===== config.mk =====
export PLATFORM = sky130hd
export DESIGN_NAME = global_history_branch_predictor_unit
export DESIGN_NICKNAME = d
export VERILOG_FILES = /design/src/design/ghbp_pkg.sv /design/src/design/ghbp_ctrl.sv /design/src/design/ghbp_dpath.sv /design/src/design/global_history_branch_predictor_unit.sv
export SDC_FILE = /design/constraint.sdc
export NUM_CORES = 2
export LEC_CHECK = 0
export ABC_AREA = 1
export BUFFER_PORTS_ARGS = -buffer_cell sky130_fd_sc_hd__buf_2
export CELL_PAD_IN_SITES_DETAIL_PLACEMENT = 0
export CELL_PAD_IN_SITES_GLOBAL_PLACEMENT = 1
export CORE_MARGIN = 3
export CORE_UTILIZATION = 35
export DETAILED_ROUTE_END_ITERATION = 7
export PLACE_DENSITY = 0.56
export SLEW_MARGIN = 20
export SYNTH_ARGS = -nofsm -noshare
export SYNTH_HDL_FRONTEND = slang
export SYNTH_HIERARCHICAL = 1
export SYNTH_SLANG_ARGS = --single-unit

===== constraint.sdc =====
create_clock -name clk -period 75 [get_ports clk]
set_input_delay 15 -clock clk [delete_from_list [all_inputs] [get_ports clk]]
set_output_delay 15 -clock clk [all_outputs]
set_load 0.01 [all_outputs]

===== src/design/ghbp_pkg.sv =====
// Shared types and constants of the global-history branch predictor.
// Used by the controller, the datapath, the top level and the checker.
package ghbp_pkg;

    localparam int TABLE_ENTRIES_DEF = 1024;
    localparam int COUNTER_BITS_DEF  = 2;
    localparam int THREADS_DEF       = 4;

    localparam int HIST_FIELD_W   = 10;
    localparam int THREAD_FIELD_W = 2;

    typedef enum logic [2:0] {
        KIND_LOOKUP = 3'd0,
        KIND_UNCOND = 3'd1,
        KIND_BTB_MISS = 3'd2,
        KIND_UPDATE = 3'd3,
        KIND_SQUASH = 3'd4
    } kind_t;

    typedef struct packed {
        kind_t                     kind;
        logic [THREAD_FIELD_W-1:0] thread;
        logic [HIST_FIELD_W-1:0]   saved_history;
        logic                      outcome_taken;
        logic                      was_squashed;
    } in_item_t;

    typedef struct packed {
        logic                    pred_taken;
        logic [HIST_FIELD_W-1:0] history_snapshot;
    } out_item_t;

    typedef enum logic [1:0] {
        ST_CLEAR,
        ST_IDLE,
        ST_EXEC
    } state_t;

    typedef struct packed {
        logic clear_step;
        logic accept;
        logic exec;
    } cmd_t;

    typedef struct packed {
        logic clear_last;
    } status_t;

endpackage


===== src/design/ghbp_ctrl.sv =====
// Controller state machine of the branch predictor: clearing pass, accept, execute.
// Depends on ghbp_pkg; drives the datapath through cmd_t and reads status_t.
module ghbp_ctrl
(
    input  logic              clk,
    input  logic              rst_n,
    input  logic              in_valid,
    output logic              in_stall,
    output logic              out_valid,
    input  logic              out_stall,
    input  ghbp_pkg::status_t status,
    output ghbp_pkg::cmd_t    cmd
);

    ghbp_pkg::state_t state_reg;
    ghbp_pkg::state_t state_next;
    logic             out_valid_reg;
    logic             out_valid_next;
    logic             out_free;

    always_ff @(posedge clk or negedge rst_n)
    begin
        if (!rst_n)
        begin
            state_reg     <= ghbp_pkg::ST_CLEAR;
            out_valid_reg <= 1'b0;
        end
        else
        begin
            state_reg     <= state_next;
            out_valid_reg <= out_valid_next;
        end
    end

    // the output slot is free when empty or its beat leaves this cycle
    assign out_free = !out_valid_reg || !out_stall;

    always_comb
    begin
        state_next     = state_reg;
        cmd            = '0;
        in_stall       = 1'b1;
        out_valid_next = out_valid_reg && out_stall;
        unique case (state_reg)
            ghbp_pkg::ST_CLEAR:
            begin
                cmd.clear_step = 1'b1;
                if (status.clear_last)
                begin
                    state_next = ghbp_pkg::ST_IDLE;
                end
            end
            ghbp_pkg::ST_IDLE:
            begin
                in_stall = 1'b0;
                if (in_valid)
                begin
                    cmd.accept = 1'b1;
                    state_next = ghbp_pkg::ST_EXEC;
                end
            end
            ghbp_pkg::ST_EXEC:
            begin
                // hold the item until the result has somewhere to go
                if (out_free)
                begin
                    cmd.exec       = 1'b1;
                    out_valid_next = 1'b1;
                    state_next     = ghbp_pkg::ST_IDLE;
                end
            end
            default:
            begin
                state_next = ghbp_pkg::ST_IDLE;
            end
        endcase
    end

    assign out_valid = out_valid_reg;

endmodule


===== src/design/ghbp_dpath.sv =====
// Datapath of the branch predictor: thread histories, counter memory, output register.
// Depends on ghbp_pkg; steered by the controller through cmd_t.
module ghbp_dpath
#(
    parameter int TABLE_ENTRIES = ghbp_pkg::TABLE_ENTRIES_DEF,
    parameter int COUNTER_BITS  = ghbp_pkg::COUNTER_BITS_DEF,
    parameter int THREADS       = ghbp_pkg::THREADS_DEF
)
(
    input  logic                clk,
    input  logic                rst_n,
    input  ghbp_pkg::cmd_t      cmd,
    output ghbp_pkg::status_t   status,
    input  ghbp_pkg::in_item_t  in_data,
    output ghbp_pkg::out_item_t out_data
);

    localparam int IDX_W = $clog2(TABLE_ENTRIES);
    localparam int TID_W = (THREADS > 1) ? $clog2(THREADS) : 1;
    localparam int HF    = ghbp_pkg::HIST_FIELD_W;
    localparam int TF    = ghbp_pkg::THREAD_FIELD_W;

    logic [COUNTER_BITS-1:0] ctr_mem [TABLE_ENTRIES];
    logic [COUNTER_BITS-1:0] rd_reg;

    logic [IDX_W-1:0]        hist_reg [THREADS];
    logic [IDX_W-1:0]        clr_idx_reg;
    ghbp_pkg::in_item_t      item_reg;
    ghbp_pkg::out_item_t     out_reg;

    // accept-side decode
    logic [IDX_W+HF-1:0]     in_saved_ext;
    logic [IDX_W-1:0]        in_saved_idx;
    logic [TID_W+TF-1:0]     in_tid_ext;
    logic [TID_W-1:0]        in_tid;
    logic                    in_tid_ok;
    logic [IDX_W-1:0]        in_hist;
    logic [IDX_W-1:0]        rd_addr;

    // execute-side decode
    logic [IDX_W+HF-1:0]     saved_ext;
    logic [IDX_W-1:0]        saved_idx;
    logic [TID_W+TF-1:0]     tid_ext;
    logic [TID_W-1:0]        tid;
    logic                    tid_ok;
    logic [IDX_W-1:0]        hist_cur;
    logic [IDX_W-1:0]        hist_new;
    logic [HF+IDX_W-1:0]     snap_ext;
    logic                    pred;
    logic                    ctr_we;
    logic [COUNTER_BITS-1:0] ctr_new;

    logic                    mem_we;
    logic [IDX_W-1:0]        mem_waddr;
    logic [COUNTER_BITS-1:0] mem_wdata;

    assign in_saved_ext = {{IDX_W{1'b0}}, in_data.saved_history};
    assign in_saved_idx = in_saved_ext[IDX_W-1:0];
    assign in_tid_ext   = {{TID_W{1'b0}}, in_data.thread};
    assign in_tid       = in_tid_ext[TID_W-1:0];
    assign in_tid_ok    = int'(in_data.thread) < THREADS;
    assign in_hist      = in_tid_ok ? hist_reg[in_tid] : '0;
    assign rd_addr      = (in_data.kind == ghbp_pkg::KIND_UPDATE) ? in_saved_idx : in_hist;

    assign saved_ext = {{IDX_W{1'b0}}, item_reg.saved_history};
    assign saved_idx = saved_ext[IDX_W-1:0];
    assign tid_ext   = {{TID_W{1'b0}}, item_reg.thread};
    assign tid       = tid_ext[TID_W-1:0];
    assign tid_ok    = int'(item_reg.thread) < THREADS;
    assign hist_cur  = tid_ok ? hist_reg[tid] : '0;
    assign snap_ext  = {{HF{1'b0}}, hist_cur};

    always_comb
    begin
        pred     = 1'b0;
        hist_new = hist_cur;
        ctr_we   = 1'b0;
        ctr_new  = rd_reg;
        unique case (item_reg.kind)
            ghbp_pkg::KIND_LOOKUP:
            begin
                pred     = rd_reg[COUNTER_BITS-1];
                hist_new = (hist_cur << 1) | IDX_W'(rd_reg[COUNTER_BITS-1]);
            end
            ghbp_pkg::KIND_UNCOND:
            begin
                pred     = 1'b1;
                hist_new = (hist_cur << 1) | IDX_W'(1'b1);
            end
            ghbp_pkg::KIND_BTB_MISS:
            begin
                hist_new = hist_cur & ~IDX_W'(1'b1);
            end
            ghbp_pkg::KIND_UPDATE:
            begin
                ctr_we = tid_ok;
                // saturate at both ends
                if (item_reg.outcome_taken && (rd_reg != '1))
                begin
                    ctr_new = rd_reg + COUNTER_BITS'(1);
                end
                else if (!item_reg.outcome_taken && (rd_reg != '0))
                begin
                    ctr_new = rd_reg - COUNTER_BITS'(1);
                end
                if (item_reg.was_squashed)
                begin
                    hist_new = (saved_idx << 1) | IDX_W'(item_reg.outcome_taken);
                end
            end
            ghbp_pkg::KIND_SQUASH:
            begin
                hist_new = saved_idx;
            end
            default:
            begin
                hist_new = hist_cur;
            end
        endcase
    end

    assign mem_we    = cmd.clear_step || (cmd.exec && ctr_we);
    assign mem_waddr = cmd.clear_step ? clr_idx_reg : saved_idx;
    assign mem_wdata = cmd.clear_step ? '0 : ctr_new;

    always_ff @(posedge clk)
    begin
        if (mem_we)
        begin
            ctr_mem[mem_waddr] <= mem_wdata;
        end
        if (cmd.accept)
        begin
            rd_reg <= ctr_mem[rd_addr];
        end
    end

    always_ff @(posedge clk or negedge rst_n)
    begin
        if (!rst_n)
        begin
            clr_idx_reg <= '0;
            for (int i = 0; i < THREADS; i++)
            begin
                hist_reg[i] <= '0;
            end
        end
        else
        begin
            if (cmd.clear_step)
            begin
                clr_idx_reg <= clr_idx_reg + IDX_W'(1);
            end
            if (cmd.exec && tid_ok)
            begin
                hist_reg[tid] <= hist_new;
            end
        end
    end

    always_ff @(posedge clk)
    begin
        if (cmd.accept)
        begin
            item_reg <= in_data;
        end
        if (cmd.exec)
        begin
            // an ignored thread answers not taken
            out_reg.pred_taken       <= pred && tid_ok;
            out_reg.history_snapshot <= snap_ext[HF-1:0];
        end
    end

    assign status.clear_last = (clr_idx_reg == IDX_W'(TABLE_ENTRIES - 1));
    assign out_data          = out_reg;

endmodule


===== src/design/global_history_branch_predictor_unit.sv =====
// Global-history branch predictor, top level.
// Timing: an accepted item and its counter read are registered, then the execute state
// does the read-modify-write and registers the result beat, which holds while out_stall
// is high. One item is in flight at a time; execute waits until the output slot is free.
// Reset: histories clear at once; a clearing pass over all TABLE_ENTRIES entries zeroes
// the counter memory, during which in_stall stays high.
module global_history_branch_predictor_unit
#(
    parameter int TABLE_ENTRIES = ghbp_pkg::TABLE_ENTRIES_DEF,
    parameter int COUNTER_BITS  = ghbp_pkg::COUNTER_BITS_DEF,
    parameter int THREADS       = ghbp_pkg::THREADS_DEF
)
(
    input  logic                clk,
    input  logic                rst_n,
    input  logic                in_valid,
    output logic                in_stall,
    input  ghbp_pkg::in_item_t  in_data,
    output logic                out_valid,
    input  logic                out_stall,
    output ghbp_pkg::out_item_t out_data
);

    ghbp_pkg::cmd_t    cmd;
    ghbp_pkg::status_t status;

    ghbp_ctrl u_ctrl
    (
        .clk       (clk),
        .rst_n     (rst_n),
        .in_valid  (in_valid),
        .in_stall  (in_stall),
        .out_valid (out_valid),
        .out_stall (out_stall),
        .status    (status),
        .cmd       (cmd)
    );

    ghbp_dpath
    #(
        .TABLE_ENTRIES (TABLE_ENTRIES),
        .COUNTER_BITS  (COUNTER_BITS),
        .THREADS       (THREADS)
    )
    u_dpath
    (
        .clk      (clk),
        .rst_n    (rst_n),
        .cmd      (cmd),
        .status   (status),
        .in_data  (in_data),
        .out_data (out_data)
    );

endmodule


==> impl_metrics.tcl <==
set metrics [dict create \
    hpwl_um 161000 \
    cts_made_buffers 240 \
    clock_latency_ns 0.91 \
    drive_gt1_frac 0.0612 \
    ctsHoldBuffers 0 \
    drc 0 \
    antenna_left 0 \
    start_util 0.353 \
    final_common_cell "nand2_1" \
    period_share 0.287 \
    grt_pass1_vias 65100 \
    hold_violations 0 \
    cpLargestDelayFamily "buffers and inverters" \
    layout.cells.non_filler 12700 \
    antenna_found_initial 26 \
    cts_tree "built" \
    status "finished, final reports clean" \
    grt_max_degree 201 \
    dp.cells 12300 \
    drv_slew 0 \
    grt_pass1_wl_um 454000 \
    ys.flop_type "edfxtp_1" \
    fin_skew_ns 0.0640 \
    worst_setup_path_start_kind "primary input" \
    ys_seq_area_frac 0.673 \
    cts_root_buf "clkbuf_16" \
    layout_common_cells "2,218 x nand2_1, 2,078 x edfxtp_1, 1,620 x nand3_1, 1,127 x nor2_1, 929 x inv_1" \
    fill_cells 26500 \
    slowest_stage "nand2_8" \
    vias 66100 \
    die_w_um 526 \
    drv_cap 0 \
    hp-class "flop to flop" \
    htree_levels 4 \
    crit_required_ns 75.66 \
    finalSetupViolCount 0 \
    worst_ep_arrival_time_ns 22.15 \
    power_w 0.00363 \
    clk_pin_slew_ns 0.06 \
    io_buffer_count 33 \
    path_max_fanout 121 \
    core_area_um2 268000 \
    min_period_ns 21.50 \
    relSlewSlack 0.228 \
    path_buf_inv 5 \
    synth_edf_count 2078 \
    synth_area_leader_cell "edfxtp_1" \
    tns_ns 0 \
    grt_usage 0.223 \
    die_y_um 526 \
    yosys_warnings 6 \
    largest_register_ffs 2048 \
    drt_pass1_iterations 6 \
    viasPerCell 5.18 \
    power_density_nw_per_um2 34.4 \
    synth_cells 9229 \
    max_stage_delay_ns 0.92 \
    irDropWorstVdd_v 0.0000485 \
    p_leak_nw 38.9 \
    worst_pin_slew_ns 1.16 \
    rsz0062_at_grt "no" \
    routed_wl_um 315000 \
    synth_area_per_cell_um2 10.3 \
    ctsResizeCount 0 \
    io_pins 34 \
    rows 190 \
    grt.overflow.total 0 \
    synth.top_cell.area_share 0.659 \
    ys_seq_elements 2131 \
    syn2layout_area_growth_pct 11.3 \
    synth_nets 9253 \
    crit_chain "buf_2 -> nand2_1 -> nand3_1 -> nand3_4 -> nand2_8 -> buf_4 -> buf_4 -> buf_4 -> buf_4 -> nand2_1 -> nand3_1 -> nand3_1 -> nand3_1 -> nand3_1 -> nand3_1 -> nand3_1 -> nand3_1 -> nand3_1 -> nand3_1 -> nand2_1" \
    crit_path_frequent_cell "nand3_1" \
    synth_cell_types 38 \
    routedWlPerCell_um 24.7 \
    clk_path_buf_depth 4 \
    synthArstFlopShare 0.0249 \
    gp_congestion 0.770 \
    fmax_mhz 46.5 \
    syn_area_um2 94600 \
    synthTopCellsByArea "edfxtp_1 66%, nand2_1 8.9%, nand3_1 8.6%" \
    first_iter_violations 6009 \
    die-area_um2 277000 \
    clock_sinks 2131 \
    layout.nets 9021 \
    cp-end-kind "flop" \
    crit_type "primary input to flop" \
    post-cts-setup-buffers 0 \
]
==> metal layers <==
layer  global-route usage  wire (µm)  vias up
li1                     -          -    30600
met5                    0          0        -
met2                0.380     151000     1848
met4               0.0540       8100        0
met1                0.303     139000    33300
met3               0.0269      16700      380
==> final timing paths <==
check	start	to	slack (ns)	cells after the start
worst max-delay path	in_data[12]	u_dpath/rd_reg[1]	53.50	20
worst min-delay path	u_dpath/clr_idx_reg[5]	u_dpath/clr_idx_reg[5]	0.50	2
worst max register to register	u_dpath/hist_reg[20]	u_dpath/rd_reg[1]	67.71	20
worst min register to register	u_dpath/clr_idx_reg[5]	u_dpath/clr_idx_reg[5]	0.50	2
max in group asynchronous	rst_n	u_dpath/hist_reg[17]	60.24	2
min in group asynchronous	rst_n	u_dpath/hist_reg[1]	14.27	2
==> Yosys cell counts, types with 2 or more instances <==
master,n
nor2_1,1132
a21oi_1,50
buf_6,12
nand3_1,1634
o2111ai_1,3
o21ai_2,3
buf_1,37
nor3_1,16
o211ai_1,233
o22ai_1,12
xor2_1,8
inv_1,932
nand3_2,2
nand2_1,2236
dfrtp_1,53
ha_1,3
o21ai_1,27
clkbuf_1,194
edfxtp_1,2078
mux2_2,6
nand2_2,4
o21a_1,10
o21ai_0,98
inv_2,4
a22oi_1,4
buf_4,57
buf_2,360
nand3b_1,8
o221ai_1,4
==> stage by stage <==
stage                     instance area (µm²)  utilization  hold slack (ns)  worst slack [ns]
after detailed placement                97800        0.364            0.490             52.52
final                                  105000        0.392            0.503             53.50
after floorplan                         94600            -            0.469             41.07
after global placement                  97800        0.364            0.484             52.60
after global routing                   105000        0.392            0.541             53.00
after CTS                              105000        0.392            0.507             53.51
==> kinds of logic (layout without fill, tap and decap cells) <==
kind of cell	Yosys count	in the layout	synth area share
AND/OR/NAND/NOR	5037	5037	0.222
flip-flops	2131	2131	0.673
other	0	1	0
multiplexers	6	6	0.000714
buffers and inverters	1596	1557	0.0713
adder cells (fa/ha/maj)	3	3	0.000397
XOR/XNOR	8	8	0.000740
AO/OA/AOI/OAI	448	448	0.0310
==> where the power goes <==
| part | switching, W | internal [W] |
|---|---|---|
| Clock | 0.000475 | 0.000664 |
| Combinational | 0.000791 | 0.000191 |
| Sequential | 0.00000987 | 0.00150 |
==> tightest hold or removal path, cell delays in order (launching register included) <==
cell	delay, ns
dfrtp_1	0.35
xor2_1	0.07
inv_1	0.05
==> final cells by class <==
class	instances	area [µm²]	area share
diodes	1	2.50	0.0000238
clock buffers	309	6370	0.0605
clock inverters	126	1090	0.0104
inverters	936	3530	0.0335
multi-input cells	5502	24600	0.234
flip-flops and latches	2131	63700	0.605
well taps	3552	4440	0.0422
repair buffers	186	1480	0.0141
Note: power is estimated with default switching activity, not from simulation.
